`src/design/afrpid_pkg.sv`:
```
package afrpid_pkg;

    localparam int InWidth   = 48;
    localparam int OutWidth  = 16;
    localparam int ErrWidth  = 13;
    localparam int RateWidth = 14;
    localparam int SumWidth  = 24;
    localparam int GainWidth = 8;
    localparam int ProdWidth = 32;
    localparam int TermWidth = 25;
    localparam int TotWidth  = 27;
    localparam int NumStages = 5;

    localparam logic [7:0]  TrimMid     = 8'd128;
    localparam logic [7:0]  TrimLow     = 8'd96;
    localparam logic [7:0]  TrimHigh    = 8'd160;
    localparam logic [31:0] Div255Recip = 32'h8080_8081;
    localparam int          RecipShift  = 39;

    typedef struct packed {
        logic prod_en;
        logic quot_en;
    } term_ctl_t;

endpackage

```
`src/design/afrpid_term.sv`:
```
module afrpid_term (
    input  logic                                      clk,
    input  afrpid_pkg::term_ctl_t                     ctl,
    input  logic signed [afrpid_pkg::SumWidth-1:0]    value,
    input  logic        [afrpid_pkg::GainWidth-1:0]   gain,
    output logic signed [afrpid_pkg::TermWidth-1:0]   term
);
    import afrpid_pkg::*;

    logic signed [ProdWidth:0]     prod_full;
    logic signed [ProdWidth-1:0]   prod_reg;
    logic signed [ProdWidth-1:0]   prod_next;
    logic        [ProdWidth-2:0]   mag;
    logic        [62:0]            recip_prod;
    logic        [SumWidth-1:0]    quot;
    logic signed [TermWidth-1:0]   quot_reg;
    logic signed [TermWidth-1:0]   quot_next;

    // The product of the term and its gain always fits in 32 signed bits.
    assign prod_full = (ProdWidth+1)'(value) * (ProdWidth+1)'($signed({1'b0, gain}));
    assign prod_next = $signed(prod_full[ProdWidth-1:0]);

    // Division by 255 truncates toward zero, so it works on the magnitude.
    assign mag        = prod_reg[ProdWidth-1] ? (ProdWidth-1)'(-prod_reg)
                                              : prod_reg[ProdWidth-2:0];
    assign recip_prod = 63'(mag) * 63'(Div255Recip);
    assign quot       = recip_prod[RecipShift +: SumWidth];
    assign quot_next  = prod_reg[ProdWidth-1] ? -$signed({1'b0, quot})
                                              : $signed({1'b0, quot});

    always_ff @(posedge clk)
    begin
        if (ctl.prod_en)
        begin
            prod_reg <= prod_next;
        end
        if (ctl.quot_en)
        begin
            quot_reg <= quot_next;
        end
    end

    assign term = quot_reg;

endmodule

```
`src/design/afr_pid_fuel_trim_core.sv`:
```
// Closed-loop air-fuel-ratio PID trim. The block takes one beat per clock
// while the output side does not stall and returns one beat, in order,
// per input beat. The integrator and the previous error are updated
// by a single add-and-saturate at the input, which is what lets the next
// beat follow in the very next cycle; the gain products, the divisions by
// 255 and the final clamp run in the pipeline behind it. A beat with
// enable low changes no state and returns the last trim with updated low.
module afr_pid_fuel_trim_core (
    input  logic                               clk,
    input  logic                               rst_n,
    input  logic                               cfg_valid,
    output logic                               cfg_ready,
    input  logic [afrpid_pkg::GainWidth-1:0]   cfg_data,
    input  logic                               s_axis_tvalid,
    output logic                               s_axis_tready,
    // enable, target_afr[11:0], measured_afr[11:0], prop_gain[7:0],
    // integ_gain[7:0], zero fill
    input  logic [afrpid_pkg::InWidth-1:0]     s_axis_tdata,
    output logic                               m_axis_tvalid,
    input  logic                               m_axis_tready,
    // fuel_trim[7:0], updated, zero fill
    output logic [afrpid_pkg::OutWidth-1:0]    m_axis_tdata
);
    import afrpid_pkg::*;

    logic                          in_enable;
    logic [11:0]                   in_target;
    logic [11:0]                   in_measured;
    logic [GainWidth-1:0]          in_pg;
    logic [GainWidth-1:0]          in_ig;
    logic                          s_accept;

    logic [GainWidth-1:0]          deriv_gain_reg;
    logic signed [SumWidth-1:0]    error_sum_reg;
    logic signed [ErrWidth-1:0]    last_error_reg;
    logic [7:0]                    trim_hold_reg;

    logic signed [ErrWidth-1:0]    err_next;
    logic signed [SumWidth:0]      acc_wide;
    logic signed [SumWidth-1:0]    acc_next;
    logic signed [RateWidth-1:0]   rate_next;

    logic [NumStages-1:0]          vld_reg;
    logic [NumStages-1:0]          can_load;
    logic [NumStages-1:0]          load;

    logic                          en1_reg;
    logic signed [ErrWidth-1:0]    err1_reg;
    logic signed [SumWidth-1:0]    acc1_reg;
    logic signed [RateWidth-1:0]   rate1_reg;
    logic [GainWidth-1:0]          pg1_reg;
    logic [GainWidth-1:0]          ig1_reg;
    logic                          en2_reg;
    logic                          en3_reg;
    logic                          en4_reg;
    logic signed [TotWidth-1:0]    sum4_reg;
    logic signed [TotWidth-1:0]    sum4_next;
    logic [7:0]                    trim_out_reg;
    logic                          upd_out_reg;

    term_ctl_t                     term_ctl;
    logic signed [TermWidth-1:0]   term_p;
    logic signed [TermWidth-1:0]   term_i;
    logic signed [TermWidth-1:0]   term_d;

    logic signed [TotWidth-1:0]    sum_adj;
    logic signed [TotWidth-1:0]    sum_div;
    logic [7:0]                    trim_next;
    logic [7:0]                    trim_out_next;

    assign in_enable   = s_axis_tdata[0];
    assign in_target   = s_axis_tdata[12:1];
    assign in_measured = s_axis_tdata[24:13];
    assign in_pg       = s_axis_tdata[32:25];
    assign in_ig       = s_axis_tdata[40:33];

    assign cfg_ready = 1'b1;

    always_comb
    begin
        can_load[NumStages-1] = !vld_reg[NumStages-1] || m_axis_tready;
        for (int k = NumStages - 2; k >= 0; k--)
        begin
            can_load[k] = !vld_reg[k] || can_load[k+1];
        end
        load[0] = can_load[0] && s_axis_tvalid;
        for (int k = 1; k < NumStages; k++)
        begin
            load[k] = can_load[k] && vld_reg[k-1];
        end
    end

    assign s_axis_tready = can_load[0];
    assign s_accept      = s_axis_tvalid && s_axis_tready;

    assign err_next  = $signed({1'b0, in_target}) - $signed({1'b0, in_measured});
    assign acc_wide  = (SumWidth+1)'(error_sum_reg) + (SumWidth+1)'(err_next);
    assign rate_next = RateWidth'(err_next) - RateWidth'(last_error_reg);

    always_comb
    begin
        if (acc_wide[SumWidth] != acc_wide[SumWidth-1])
        begin
            acc_next = {acc_wide[SumWidth], {(SumWidth-1){!acc_wide[SumWidth]}}};
        end
        else
        begin
            acc_next = acc_wide[SumWidth-1:0];
        end
    end

    always_ff @(posedge clk or negedge rst_n)
    begin
        if (!rst_n)
        begin
            deriv_gain_reg <= '0;
            error_sum_reg  <= '0;
            last_error_reg <= '0;
            trim_hold_reg  <= TrimMid;
            vld_reg        <= '0;
        end
        else
        begin
            if (cfg_valid && cfg_ready)
            begin
                deriv_gain_reg <= cfg_data;
            end
            if (s_accept && in_enable)
            begin
                error_sum_reg  <= acc_next;
                last_error_reg <= err_next;
            end
            if (load[NumStages-1] && en4_reg)
            begin
                trim_hold_reg <= trim_next;
            end
            vld_reg[0] <= can_load[0] ? s_axis_tvalid : vld_reg[0];
            for (int k = 1; k < NumStages; k++)
            begin
                vld_reg[k] <= can_load[k] ? vld_reg[k-1] : vld_reg[k];
            end
        end
    end

    assign term_ctl.prod_en = load[1];
    assign term_ctl.quot_en = load[2];

    afrpid_term u_term_p (
        .clk   (clk),
        .ctl   (term_ctl),
        .value (SumWidth'(err1_reg)),
        .gain  (pg1_reg),
        .term  (term_p)
    );

    afrpid_term u_term_i (
        .clk   (clk),
        .ctl   (term_ctl),
        .value (acc1_reg),
        .gain  (ig1_reg),
        .term  (term_i)
    );

    afrpid_term u_term_d (
        .clk   (clk),
        .ctl   (term_ctl),
        .value (SumWidth'(rate1_reg)),
        .gain  (deriv_gain_reg),
        .term  (term_d)
    );

    assign sum4_next = TotWidth'(term_p) + TotWidth'(term_i) + TotWidth'(term_d);

    // Division by 16 truncates toward zero.
    assign sum_adj = sum4_reg[TotWidth-1] ? sum4_reg + TotWidth'(15) : sum4_reg;
    assign sum_div = sum_adj >>> 4;

    always_comb
    begin
        if (sum_div < -TotWidth'(32))
        begin
            trim_next = TrimLow;
        end
        else if (sum_div > TotWidth'(32))
        begin
            trim_next = TrimHigh;
        end
        else
        begin
            trim_next = sum_div[7:0] + TrimMid;
        end
        trim_out_next = en4_reg ? trim_next : trim_hold_reg;
    end

    always_ff @(posedge clk)
    begin
        if (load[0])
        begin
            en1_reg   <= in_enable;
            err1_reg  <= err_next;
            acc1_reg  <= acc_next;
            rate1_reg <= rate_next;
            pg1_reg   <= in_pg;
            ig1_reg   <= in_ig;
        end
        if (load[1])
        begin
            en2_reg <= en1_reg;
        end
        if (load[2])
        begin
            en3_reg <= en2_reg;
        end
        if (load[3])
        begin
            en4_reg  <= en3_reg;
            sum4_reg <= sum4_next;
        end
        if (load[4])
        begin
            trim_out_reg <= trim_out_next;
            upd_out_reg  <= en4_reg;
        end
    end

    assign m_axis_tvalid = vld_reg[NumStages-1];
    assign m_axis_tdata  = {7'd0, upd_out_reg, trim_out_reg};

endmodule

```
`config.mk`:
```
export PLATFORM = sky130hd
export DESIGN_NAME = afr_pid_fuel_trim_core
export DESIGN_NICKNAME = d
export VERILOG_FILES = /design/src/design/afrpid_pkg.sv /design/src/design/afrpid_term.sv /design/src/design/afr_pid_fuel_trim_core.sv
export SDC_FILE = /design/constraint.sdc
export NUM_CORES = 2
export LEC_CHECK = 0
export BUFFER_PORTS_ARGS = -buffer_cell sky130_fd_sc_hd__buf_2
export CAP_MARGIN = 0
export CORE_UTILIZATION = 67
export DETAILED_ROUTE_END_ITERATION = 10
export MAX_ROUTING_LAYER = met4
export PLACE_DENSITY = 0.84
export SLEW_MARGIN = 10
export SYNTH_ARGS = -nofsm -noshare
export SYNTH_HDL_FRONTEND = slang
export SYNTH_HIERARCHICAL = 1
export SYNTH_SLANG_ARGS = --single-unit
```
`constraint.sdc`:
```
create_clock -name clk -period 10.9 [get_ports clk]
set_clock_uncertainty 0.1 [all_clocks]
set_input_delay 2.18 -clock clk [delete_from_list [all_inputs] [get_ports clk]]
set_output_delay 2.18 -clock clk [all_outputs]
set_load 0.005 [all_outputs]
```
==> results.sh <==
export IMPL_start_util_pct=67.7
export IMPL_drt_met1_wl_um=54800
export IMPL_maxCapViolations=0
export IMPL_hp_class="register to register"
export IMPL_fin_ws_ns=0.600
export IMPL_synth_seq_cells=336
export IMPL_std_cell_rows=105
export IMPL_io_buffer_count=64
export IMPL_endpoint="u_term_p/term[23]$_DFFE_PP_"
export IMPL_crit_path_top_delay_cell="or4_1"
export IMPL_timing_rr_end="u_term_p/term[23]$_DFFE_PP_"
export IMPL_cts_hold_repair_buffers=0
export IMPL_final_util_pct=70.8
export IMPL_synthCells=5887
export IMPL_top_layer="met4"
export IMPL_drcViolationCount=0
export IMPL_worst_pin_slew_ns=1.12
export IMPL_fp_dieH_um=290
export IMPL_grt_pass1_wl_um=210000
export IMPL_max_stage_delay_ns=0.66
export IMPL_slew_violations=0
export IMPL_r2r_slack_ns=0.60
export IMPL_wl_per_cell_um=17.9
export IMPL_rr_startpoint="u_term_p/prod_reg[0]$_DFFE_PP_"
export IMPL_critPathKind="register to register"
export IMPL_setup_viol=0
export IMPL_period_share_pct=94.5
export IMPL_final_cell_mix="991 x inv_1, 896 x ha_1, 593 x fa_1"
export IMPL_worst_ep_required_time_ns=11.12
export IMPL_final_common_cell="inv_1"
export IMPL_final_nets=7445
export IMPL_drt_initial_drc_count=2621
export IMPL_status="finished clean"
export IMPL_fin_tns_setup_ns=0
export IMPL_ff2ff_path_depth=30
export IMPL_gpl_final_weighted_congestion=0.965
export IMPL_netlist_area_um2=55600
export IMPL_clk_pin_slew_worst_paths_ns=0.06
export IMPL_dieArea_um2=84200
export IMPL_cts_path_max_buffers=3
export IMPL_grt_usage_pct=31.3
export IMPL_crit_start="u_term_p/prod_reg[0]$_DFFE_PP_"
export IMPL_hpwlAfterDp_um=103000
export IMPL_diodes=0
export IMPL_numCtsBuffers=40
export IMPL_rsz0062_at_grt="false"
export IMPL_avgViaCountPerCell=6.01
export IMPL_grt_antenna_before_repair=2
export IMPL_wl_met3_um=7640
export IMPL_wl_met2_um=59200
export IMPL_area_growth_syn_to_layout_pct=4.57
export IMPL_post_place_ws_ns=0.701
export IMPL_yosysWarnings=6
export IMPL_first_pass_iters=6
export IMPL_cts_root_buffer="clkbuf_16"
export IMPL_synth_edf_count=278
export IMPL_yosys_most_used_dff="edfxtp_1"
export IMPL_ant_nets=0
export IMPL_crit_path_start_kind="register"
export IMPL_synth_seq_area_share_pct=17.6
export IMPL_grt_max_degree=97
export IMPL_htree_levels=2
export IMPL_arrival_ns=10.52
export IMPL_grt_overflow_total=0
export IMPL_die_w_um=290
export IMPL_ios=80
export IMPL_cts_setup_buffers=0
export IMPL_crit_path_end_kind="register"
export IMPL_via_count=42100
export IMPL_ys_types=129
export IMPL_nFillCells=5990
export IMPL_slew_headroom_pct=25.0
export IMPL_grt_pass1_vias=43100
export IMPL_synth_avg_cell_area_um2=9.45
export IMPL_final_cells=6995
export IMPL_dp_cells=6923
export IMPL_insertion_delay_ns=0.58
export IMPL_cts_sinks=336
export IMPL_cts_tree="done"
export IMPL_cp_max_fo=7
export IMPL_ys_async_sr_fraction_pct=17.3
export IMPL_core_um2=82100
export IMPL_fmax_ghz=0.0971
export IMPL_fin_crit_ns=10.30
export IMPL_finalWirelength_um=125000
export IMPL_ctsResizeCount=0
export IMPL_hold_viol_final=0
export IMPL_drive_gt1_share_pct=5.25
==> per-layer routing <==
layer / vias to the layer above / track usage, %
met3: 236 / 4.36
met2: 1270 / 51.2
met4: 0 / 9.12
li1: 20000 / -
met1: 20600 / 40.7
met5: - / -
==> per-stage QoR <==
stage / instance area (µm²) / hold slack (ns)
floorplan: 55600 / 0.300
global placement: 56900 / 0.301
detailed placement: 56900 / 0.317
CTS: 58200 / 0.323
global route: 58200 / 0.334
finish: 58200 / 0.325
==> logic make-up (layout without fill, tap and decap cells) <==
| group | after synthesis | after routing | synth area share [%] |
|---|---|---|---|
| muxes | 45 | 45 | 0.895 |
| DFF | 336 | 336 | 17.6 |
| xor gates and xnor gates | 328 | 328 | 5.18 |
| and+or+nand+nor | 1577 | 1577 | 14.9 |
| adders and majority gates | 1490 | 1490 | 41.5 |
| other | 2 | 8 | 0.0135 |
| AOI/OAI and AO/OA | 996 | 996 | 12.1 |
| buffers and inverters | 1113 | 1145 | 7.71 |
==> final cells by class <==
| type | instances | area, µm² | share of cell area [%] |
|---|---|---|---|
| Inverter | 992 | 3720 | 6.40 |
| Multi-Input combinational cell | 4444 | 41600 | 71.5 |
| Clock buffer | 54 | 1130 | 1.94 |
| Timing Repair Buffer | 81 | 448 | 0.770 |
| Sequential cell | 336 | 9800 | 16.9 |
| Tap cell | 1070 | 1340 | 2.30 |
| Clock inverter | 18 | 158 | 0.271 |
==> Yosys cell counts, types with 34 or more instances <==
cell type / n / area, µm²
a21oi_1: 263 / 1320
dfrtp_1: 57 / 1430
xor2_1: 79 / 692
o21ai_0: 200 / 1000
nand2_1: 472 / 1770
and2_1: 395 / 2470
o211ai_1: 34 / 255
nor3_1: 74 / 370
ha_1: 896 / 11200
a211oi_1: 46 / 345
nor2_1: 188 / 706
a21o_1: 85 / 638
clkbuf_1: 93 / 349
fa_1: 593 / 11900
and3_1: 37 / 231
xnor2_1: 248 / 2170
mux2_2: 37 / 417
nand3_1: 105 / 526
o31ai_1: 45 / 338
nand4_1: 52 / 325
edfxtp_1: 278 / 8350
nand2b_1: 36 / 225
o21a_1: 34 / 255
inv_1: 991 / 3720
==> worst min-delay path by stage <==
| stage | startpoint | endpoint | slack (ns) | cells past startpoint |
|---|---|---|---|---|
| after global placement | en3_reg$_DFFE_PP_ | en4_reg$_DFFE_PP_ | 0.30 | 0 |
| after detailed placement | en3_reg$_DFFE_PP_ | en4_reg$_DFFE_PP_ | 0.32 | 0 |
| after floorplan | en1_reg$_DFFE_PP_ | en2_reg$_DFFE_PP_ | 0.30 | 0 |
| final | en3_reg$_DFFE_PP_ | en4_reg$_DFFE_PP_ | 0.32 | 0 |
| after CTS | en3_reg$_DFFE_PP_ | en4_reg$_DFFE_PP_ | 0.32 | 0 |
| after global routing | en3_reg$_DFFE_PP_ | en4_reg$_DFFE_PP_ | 0.33 | 0 |
==> critical path: cells and delay by family (launching register included) <==
kind | cells | cell delay (ns)
adders and majority gates | 8 | 2.92
xor gates and xnor gates | 1 | 0.35
DFF | 1 | 0.47
buffers and inverters | 4 | 0.65
and+or+nand+nor | 13 | 4.36
AOI/OAI and AO/OA | 4 | 1.18
Power is not shown: default switching activity piles up to over one toggle a cycle in this logic, so the estimate is an artifact.
